**src/design/assert_macros.svh**
```systemverilog
// assertion helpers, sampled on clk and disabled while arst_n is low
`ifndef ASSERT_MACROS_SVH
`define ASSERT_MACROS_SVH

`define ASSERT_PROP(label, prop, msg) \
	label: assert property (@(posedge clk) disable iff (!arst_n) (prop)) else $error(msg);

// same-cycle implication
`define ASSERT_IMPL(label, ante, cons, msg) \
	`ASSERT_PROP(label, (ante) |-> (cons), msg)

// next-cycle implication
`define ASSERT_NEXT(label, ante, cons, msg) \
	`ASSERT_PROP(label, (ante) |=> (cons), msg)

`endif

```
**src/design/lfr_pkg.sv**
```systemverilog
`default_nettype none
package lfr_pkg;

	localparam logic [7:0]  ADDR_PRIMARY   = 8'h03;
	localparam logic [7:0]  ADDR_SECONDARY = 8'h01;
	localparam logic [7:0]  CTRL_NIBBLE    = 8'h0F;

	localparam logic [7:0]  FLAG_RESET     = 8'h7E;
	localparam logic [15:0] MASK_RESET     = 16'h0000;
	localparam logic [15:0] MAX_RESET      = 16'd1024;

	typedef enum logic [1:0] {
		REG_FLAG     = 2'd0,
		REG_MASK     = 2'd1,
		REG_MAX      = 2'd2,
		REG_RESERVED = 2'd3
	} reg_index_t;

	typedef enum logic [1:0] {
		KIND_PAYLOAD  = 2'd0,
		KIND_END      = 2'd1,
		KIND_OVERFLOW = 2'd2,
		KIND_UNUSED   = 2'd3
	} event_kind_t;

	typedef enum logic [5:0] {
		ST_START = 6'b000001,
		ST_FLAG  = 6'b000010,
		ST_ADDR  = 6'b000100,
		ST_CTRL  = 6'b001000,
		ST_HDR   = 6'b010000,
		ST_DATA  = 6'b100000
	} rx_state_t;

endpackage
`default_nettype wire

```
**src/design/link_frame_receiver_unit.sv**
```systemverilog
// link frame receiver: finds frames of the form flag, address, control,
// header check, payload bytes, flag in a stream of received bytes.
// input channel: rx_byte with in_valid / in_stall; a byte is taken at a
// clock edge with in_valid high and in_stall low, one byte per cycle.
// output channel: event_kind, payload_byte, byte_index, control_byte and
// payload_count with out_valid / out_stall; a payload byte gives one event,
// a closing flag gives a frame-complete event, a payload count reaching
// max_payload gives an overflow event; header bytes give none.
// the event for a byte is registered and on the output in the cycle after
// the byte is taken. throughput: one byte per cycle while in_stall is low, set
// by the single state update between the frame state and output registers.
// when out_stall holds a waiting event, in_stall rises in the same cycle
// and stays high until the event is taken; no event is dropped.
// configuration: cfg_we writes cfg_data to register cfg_index (0 flag value,
// 1 valid control mask, 2 max payload); write only while no event is pending.
// reset (arst_n low): the receiver returns to the start state hunting for a
// flag, the output is empty, registers take 0x7e, 0x0000 and 1024.
`default_nettype none
`include "assert_macros.svh"
module link_frame_receiver_unit
	import lfr_pkg::*;
(
	input  wire logic        clk,
	input  wire logic        arst_n,
	input  wire logic        cfg_we,
	input  wire logic [1:0]  cfg_index,
	input  wire logic [15:0] cfg_data,
	input  wire logic        in_valid,
	output logic             in_stall,
	input  wire logic [7:0]  rx_byte,
	output logic             out_valid,
	input  wire logic        out_stall,
	output logic [1:0]       event_kind,
	output logic [7:0]       payload_byte,
	output logic [15:0]      byte_index,
	output logic [7:0]       control_byte,
	output logic [15:0]      payload_count
);

	logic [7:0]  flag_q;
	logic [15:0] mask_q;
	logic [15:0] max_q;

	rx_state_t   state_q, state_d;
	logic [7:0]  addr_q, addr_d;
	logic [7:0]  ctrl_q, ctrl_d;
	logic [15:0] count_q, count_d;

	logic        out_valid_q;
	event_kind_t kind_q, kind_d;
	logic [7:0]  pbyte_q, pbyte_d;
	logic [15:0] index_q, index_d;
	logic [7:0]  cbyte_q, cbyte_d;
	logic [15:0] pcount_q, pcount_d;
	logic        has_res;

	logic        in_acc;
	logic        is_flag;
	logic        addr_ok;
	logic        ctrl_ok;
	logic        hdr_ok;
	logic [16:0] next_cnt;

	assign in_stall = out_valid_q && out_stall;
	assign in_acc   = in_valid && !in_stall;

	assign is_flag  = (rx_byte == flag_q);
	assign addr_ok  = (rx_byte == ADDR_PRIMARY) || (rx_byte == ADDR_SECONDARY);
	assign ctrl_ok  = mask_q[4'(rx_byte & CTRL_NIBBLE)];
	assign hdr_ok   = ((addr_q ^ ctrl_q ^ rx_byte) == 8'h00);
	assign next_cnt = {1'b0, count_q} + 17'd1;

	always_comb begin
		state_d  = state_q;
		addr_d   = addr_q;
		ctrl_d   = ctrl_q;
		count_d  = count_q;
		has_res  = 1'b0;
		kind_d   = KIND_PAYLOAD;
		pbyte_d  = '0;
		index_d  = '0;
		cbyte_d  = '0;
		pcount_d = '0;
		case (state_q)
			ST_FLAG: begin
				if (addr_ok) begin
					addr_d  = rx_byte;
					state_d = ST_ADDR;
				end else if (!is_flag) begin
					state_d = ST_START;
				end
			end
			ST_ADDR: begin
				if (ctrl_ok) begin
					ctrl_d  = rx_byte;
					state_d = ST_CTRL;
				end else begin
					state_d = is_flag ? ST_FLAG : ST_START;
				end
			end
			ST_CTRL: begin
				if (hdr_ok) state_d = ST_HDR;
				else state_d = is_flag ? ST_FLAG : ST_START;
			end
			ST_HDR, ST_DATA: begin
				has_res = 1'b1;
				if (is_flag) begin
					kind_d   = KIND_END;
					cbyte_d  = ctrl_q;
					pcount_d = count_q;
					count_d  = '0;
					state_d  = ST_START;
				end else if (state_q == ST_HDR) begin
					// first payload byte skips the overflow test
					pbyte_d = rx_byte;
					count_d = 16'd1;
					state_d = ST_DATA;
				end else if (next_cnt >= {1'b0, max_q}) begin
					kind_d   = KIND_OVERFLOW;
					pcount_d = next_cnt[15:0];
					count_d  = '0;
					state_d  = ST_START;
				end else begin
					pbyte_d = rx_byte;
					index_d = count_q;
					count_d = next_cnt[15:0];
				end
			end
			default: begin
				state_d = is_flag ? ST_FLAG : ST_START;
			end
		endcase
	end

	always_ff @(posedge clk or negedge arst_n) begin
		if (!arst_n) begin
			flag_q <= FLAG_RESET;
			mask_q <= MASK_RESET;
			max_q  <= MAX_RESET;
		end else if (cfg_we) begin
			case (reg_index_t'(cfg_index))
				REG_FLAG: flag_q <= cfg_data[7:0];
				REG_MASK: mask_q <= cfg_data;
				REG_MAX:  max_q  <= cfg_data;
				default: ;
			endcase
		end
	end

	always_ff @(posedge clk or negedge arst_n) begin
		if (!arst_n) begin
			state_q <= ST_START;
			addr_q  <= '0;
			ctrl_q  <= '0;
			count_q <= '0;
		end else if (in_acc) begin
			state_q <= state_d;
			addr_q  <= addr_d;
			ctrl_q  <= ctrl_d;
			count_q <= count_d;
		end
	end

	always_ff @(posedge clk or negedge arst_n) begin
		if (!arst_n) begin
			out_valid_q <= 1'b0;
		end else if (in_acc && has_res) begin
			out_valid_q <= 1'b1;
		end else if (!out_stall) begin
			out_valid_q <= 1'b0;
		end
	end

	// event payload, loaded only when the output slot is free or being taken
	always_ff @(posedge clk) begin
		if (in_acc && has_res) begin
			kind_q   <= kind_d;
			pbyte_q  <= pbyte_d;
			index_q  <= index_d;
			cbyte_q  <= cbyte_d;
			pcount_q <= pcount_d;
		end
	end

	assign out_valid     = out_valid_q;
	assign event_kind    = kind_q;
	assign payload_byte  = pbyte_q;
	assign byte_index    = index_q;
	assign control_byte  = cbyte_q;
	assign payload_count = pcount_q;

	`ASSERT_IMPL(a_kind_legal, out_valid_q, kind_q != KIND_UNUSED, "illegal event kind")
	`ASSERT_IMPL(a_payload_clean, out_valid_q && kind_q == KIND_PAYLOAD,
		cbyte_q == 8'h00 && pcount_q == 16'd0, "payload event carries frame fields")
	`ASSERT_NEXT(a_first_payload, in_acc && state_q == ST_HDR && !is_flag,
		state_q == ST_DATA && count_q == 16'd1 && out_valid_q, "first payload byte lost")

endmodule
`default_nettype wire

```
**config.mk**
```make
export PLATFORM = sky130hd
export DESIGN_NAME = link_frame_receiver_unit
export DESIGN_NICKNAME = d
export VERILOG_FILES = /design/src/design/lfr_pkg.sv /design/src/design/link_frame_receiver_unit.sv
export VERILOG_INCLUDE_DIRS = /design/src /design/src/design
export SDC_FILE = /design/constraint.sdc
export NUM_CORES = 1
export LEC_CHECK = 0
export BUFFER_PORTS_ARGS = -buffer_cell sky130_fd_sc_hd__buf_2
export CAP_MARGIN = 20
export CORE_MARGIN = 2
export CORE_UTILIZATION = 62
export CTS_CLUSTER_DIAMETER = 60
export DETAILED_ROUTE_END_ITERATION = 7
export PLACE_DENSITY = 0.85
export SYNTH_ARGS = -nofsm -noshare
export SYNTH_HDL_FRONTEND = slang
export SYNTH_SLANG_ARGS = --single-unit
export TNS_END_PERCENT = 30
```
**constraint.sdc**
```tcl
create_clock -name clk -period 9.57 [get_ports clk]
set_input_delay 0.957 -clock clk [delete_from_list [all_inputs] [get_ports clk]]
set_output_delay 0.957 -clock clk [all_outputs]
set_load 0.02 [all_outputs]
```
==> results.toml <==
[outcome]
run_status = "completed"

[sta]
post-route-period-util_pct = 45.3
timing.slew.headroom_pct = 30.5
final.setup_skew_ns = 0.00821
max_freq_mhz = 231
fin_setup_tns_ns = 0
setup_viol_count_final = 0
finalCriticalPeriod_ns = 4.34
slew_violations = 0
hold_viol_final = 0
rsz0062_at_grt = "false"
timing_worst_slew_pin_value_ns = 1.04

[cts]
cts_made_buffers = 17
tritoncts = "done"
clock-root-buffer = "sky130_fd_sc_hd__clkbuf_8"
post_cts_resized = 0
cts_hold_buffers = 0
clock_tree_sinks = 129
clkLatencyLatePin_ns = 0.52
cts_setup_buffers = 0
clockBufferDepth = 2
cts-htree-levels = 4
post_cts_clock_slew_at_the_launch_and_capture_registers_of_the_worst_setup_and_hold_paths_ns = 0.06

[synthesis]
async_flop_share_pct = 61.2
mean_cell_area_of_the_mapped_netlist_um2 = 12.3
ys.warnings.count = 0
syn-cell-area_um2 = 6260
post-synth-top-area-fraction_pct = 28.4
ys_top_cells_by_area = "sky130_fd_sc_hd__dfrtp_1 28%, sky130_fd_sc_hd__edfxtp_1 24%, sky130_fd_sc_hd__mux2_2 9.2%, sky130_fd_sc_hd__ha_1 3.4%, sky130_fd_sc_hd__dfstp_2 3.4%"
synthMostInstantiatedCell = "sky130_fd_sc_hd__dfrtp_1"
ys.flop_type = "sky130_fd_sc_hd__dfrtp_1"
synth_seq_cells = 129
syn_inst = 510
synthDistinctLibCells = 50
synth_enable_flop_cells = 50
synth.top_cells.by_count = "71 x sky130_fd_sc_hd__dfrtp_1, 51 x sky130_fd_sc_hd__mux2_2, 51 x sky130_fd_sc_hd__nand2_1"
ys_seq_area_share_pct = 55.7
mappedNetlistNets = 558
cell_accounting_for_the_most_synthesized_area = "sky130_fd_sc_hd__dfrtp_1"

[place]
io_buffers = 82
numPlacedInstances = 710
detailed_place.area_um2 = 6790
dp_hpwl_mm = 9.13
gp_routability_congestion = 0.885

[power]
leakagePower_uw = 0.00347
p_total_uw = 1340
combinational_cell_fraction_of_total_power_pct = 8.7
power.ir.vdd_worst_uv = 120
power.sequential.fraction_pct = 46.9
pwr-share-clk_pct = 44.5
power.switching_uw = 306
power.internal_uw = 1040
power.switching_fraction_pct = 22.8
cellPowerDensity_nw_per_um2 = 182

[drt]
wl_per_cell_um = 18.2
routed_wirelength_mm = 13.6
wirelength_met1_mm = 5.59
dr_total_vias = 4454
detailroute.wirelength.met2_mm = 6.48
drc_errors = 0
antenna_left = 0
drtIter0Drc = 322
drt-vias-per-instance = 5.99
routed.top_layer = "met4"
detailroute.wirelength.met3_mm = 1.20
drt_pass1_iterations = 6

[worst_setup_path]
worstSetupEndpointType = "flop"
crit-reg2reg-launch = "count_q[0]"
critical_path.startpoint = "count_q[0]"
worstPathRequired_ns = 9.95
timing.reg2reg.worst_path_depth = 14
critical_path.max_fanout = 16
setup.worst_path.start_class = "flop"
arrival_ns = 4.72
r2r-end = "byte_index[9]"
crit_type = "reg2reg"
r2r_setup_slack_ns = 5.23

[global_route]
antenna_found_initial = 0
grt_usage_pct = 26.6
first_global_vias = 4243
grt_max_degree = 80
wire_length_of_the_first_global_routing_pass_mm = 22.3
grt_overflow = 0

[cells_and_area]
stdcell_area_um2 = 7360
drive_gt1_share_pct = 30.8
num_antenna_cells = 0
finish.net_count = 646
instances_no_fill = 744
final_cell_utilization_of_the_core_pct = 75.3
area_delta_synth_final_pct = 17.4

[die]
chipWidth_um = 105
top_level_ports = 83
chipHeight_um = 105
row_count = 36
fp.dieArea_um2 = 10900
start_util_pct = 64.1
core_area_um2 = 9770

[min_path]
cell_depth_of_the_worst_hold_path = 1
hp-start = "addr_q[0]"
min_path_type = "reg2reg"
holdPathEnd = "addr_q[0]"

[job]
maxCapViolCount = 0
==> sequential cells by signal (all words and copies together), names as in the netlist <==
register / count
byte_index: 16
count_q: 16
mask_q: 16
max_q: 16
payload_count: 16
addr_q: 8
control_byte: 8
ctrl_q: 8
flag_q: 8
payload_byte: 8
state_q: 6
event_kind: 2
out_valid: 1
==> critical path, cell delays in order (launching register included) <==
cell,delay (ns)
sky130_fd_sc_hd__dfrtp_1,0.52
sky130_fd_sc_hd__ha_1,0.30
sky130_fd_sc_hd__nand2_1,0.13
sky130_fd_sc_hd__nor4_2,0.50
sky130_fd_sc_hd__nand3_1,0.16
sky130_fd_sc_hd__xor2_1,0.23
sky130_fd_sc_hd__inv_1,0.07
sky130_fd_sc_hd__ha_1,0.31
sky130_fd_sc_hd__a211oi_1,0.26
sky130_fd_sc_hd__o21ai_0,0.14
sky130_fd_sc_hd__a211oi_1,0.28
sky130_fd_sc_hd__o211ai_1,0.15
sky130_fd_sc_hd__buf_4,0.21
sky130_fd_sc_hd__nor2_1,0.68
sky130_fd_sc_hd__and2_1,0.23
==> routing by layer <==
| metal | vias to the layer above | GRT usage [%] |
|---|---|---|
| met4 | 0 | 11.5 |
| met1 | 2143 | 36.8 |
| met3 | 30 | 6.14 |
| met5 | - | 0 |
| met2 | 260 | 40.7 |
| li1 | 2021 | - |
==> placed cells by master, fill, tap and decap left out, types with 6 or more instances in the layout <==
cell / count
sky130_fd_sc_hd__buf_2: 82
sky130_fd_sc_hd__nor4_1: 6
sky130_fd_sc_hd__xor2_1: 16
sky130_fd_sc_hd__nor2b_1: 10
sky130_fd_sc_hd__nor3_1: 7
sky130_fd_sc_hd__clkinv_2: 6
sky130_fd_sc_hd__nand3_1: 14
sky130_fd_sc_hd__clkbuf_16: 16
sky130_fd_sc_hd__o21ai_0: 19
sky130_fd_sc_hd__and3_1: 10
sky130_fd_sc_hd__o211ai_1: 6
sky130_fd_sc_hd__and2_1: 24
sky130_fd_sc_hd__dfrtp_1: 71
sky130_fd_sc_hd__edfxtp_1: 50
sky130_fd_sc_hd__dfstp_2: 8
sky130_fd_sc_hd__xnor3_1: 7
sky130_fd_sc_hd__mux2_2: 51
sky130_fd_sc_hd__nand4_1: 12
sky130_fd_sc_hd__o31ai_1: 13
sky130_fd_sc_hd__nor2_1: 9
sky130_fd_sc_hd__nand2_1: 51
sky130_fd_sc_hd__ha_1: 17
sky130_fd_sc_hd__inv_1: 33
==> metrics by stage <==
stage               worst slack [ns]  hold slack (ns)
floorplan                       6.19            0.462
global placement                5.72            0.479
detailed placement              5.50            0.488
CTS                             5.44            0.500
global route                    4.93            0.519
finish                          5.23            0.498
==> power by group through the flow <==
stage          combinational (uW)  sequential [uW]  clock, uW
6_report                      116              628        596
2_1_floorplan                79.1              631          0
3_3_place_gp                  106              636          0
3_5_place_dp                  112              638          0
4_1_cts                       115              628        601
5_1_grt                       129              633        627
==> how the worst max path moves through the flow <==
stage                       to  slack [ns]  cells past startpoint
2_1_floorplan       count_q[6]        6.19                     14
3_3_place_gp     byte_index[4]        5.72                     14
3_5_place_dp   payload_byte[5]        5.50                     14
4_1_cts          byte_index[9]        5.44                     14
5_1_grt         byte_index[12]        4.93                     14
6_report         byte_index[9]        5.23                     14
==> cells by family after synthesis <==
group	synth area share, %
simple gates	14.2
flops	55.7
compound gates	6.99
mux	11.1
buf+inv	3.28
xor+xnor	5.31
fa+ha+maj	3.40
==> final cells by class <==
type                            instances  area (um2)
Clock buffer                           20         425
Clock inverter                         12         118
Sequential cell                       129        3490
Tap cell                              133         166
Multi-Input combinational cell        329        2570
Fill cell                             636        2420
Timing Repair Buffer                   87         458
Inverter                               34         128
No activity file was read; power rests on OpenSTA's default activity.
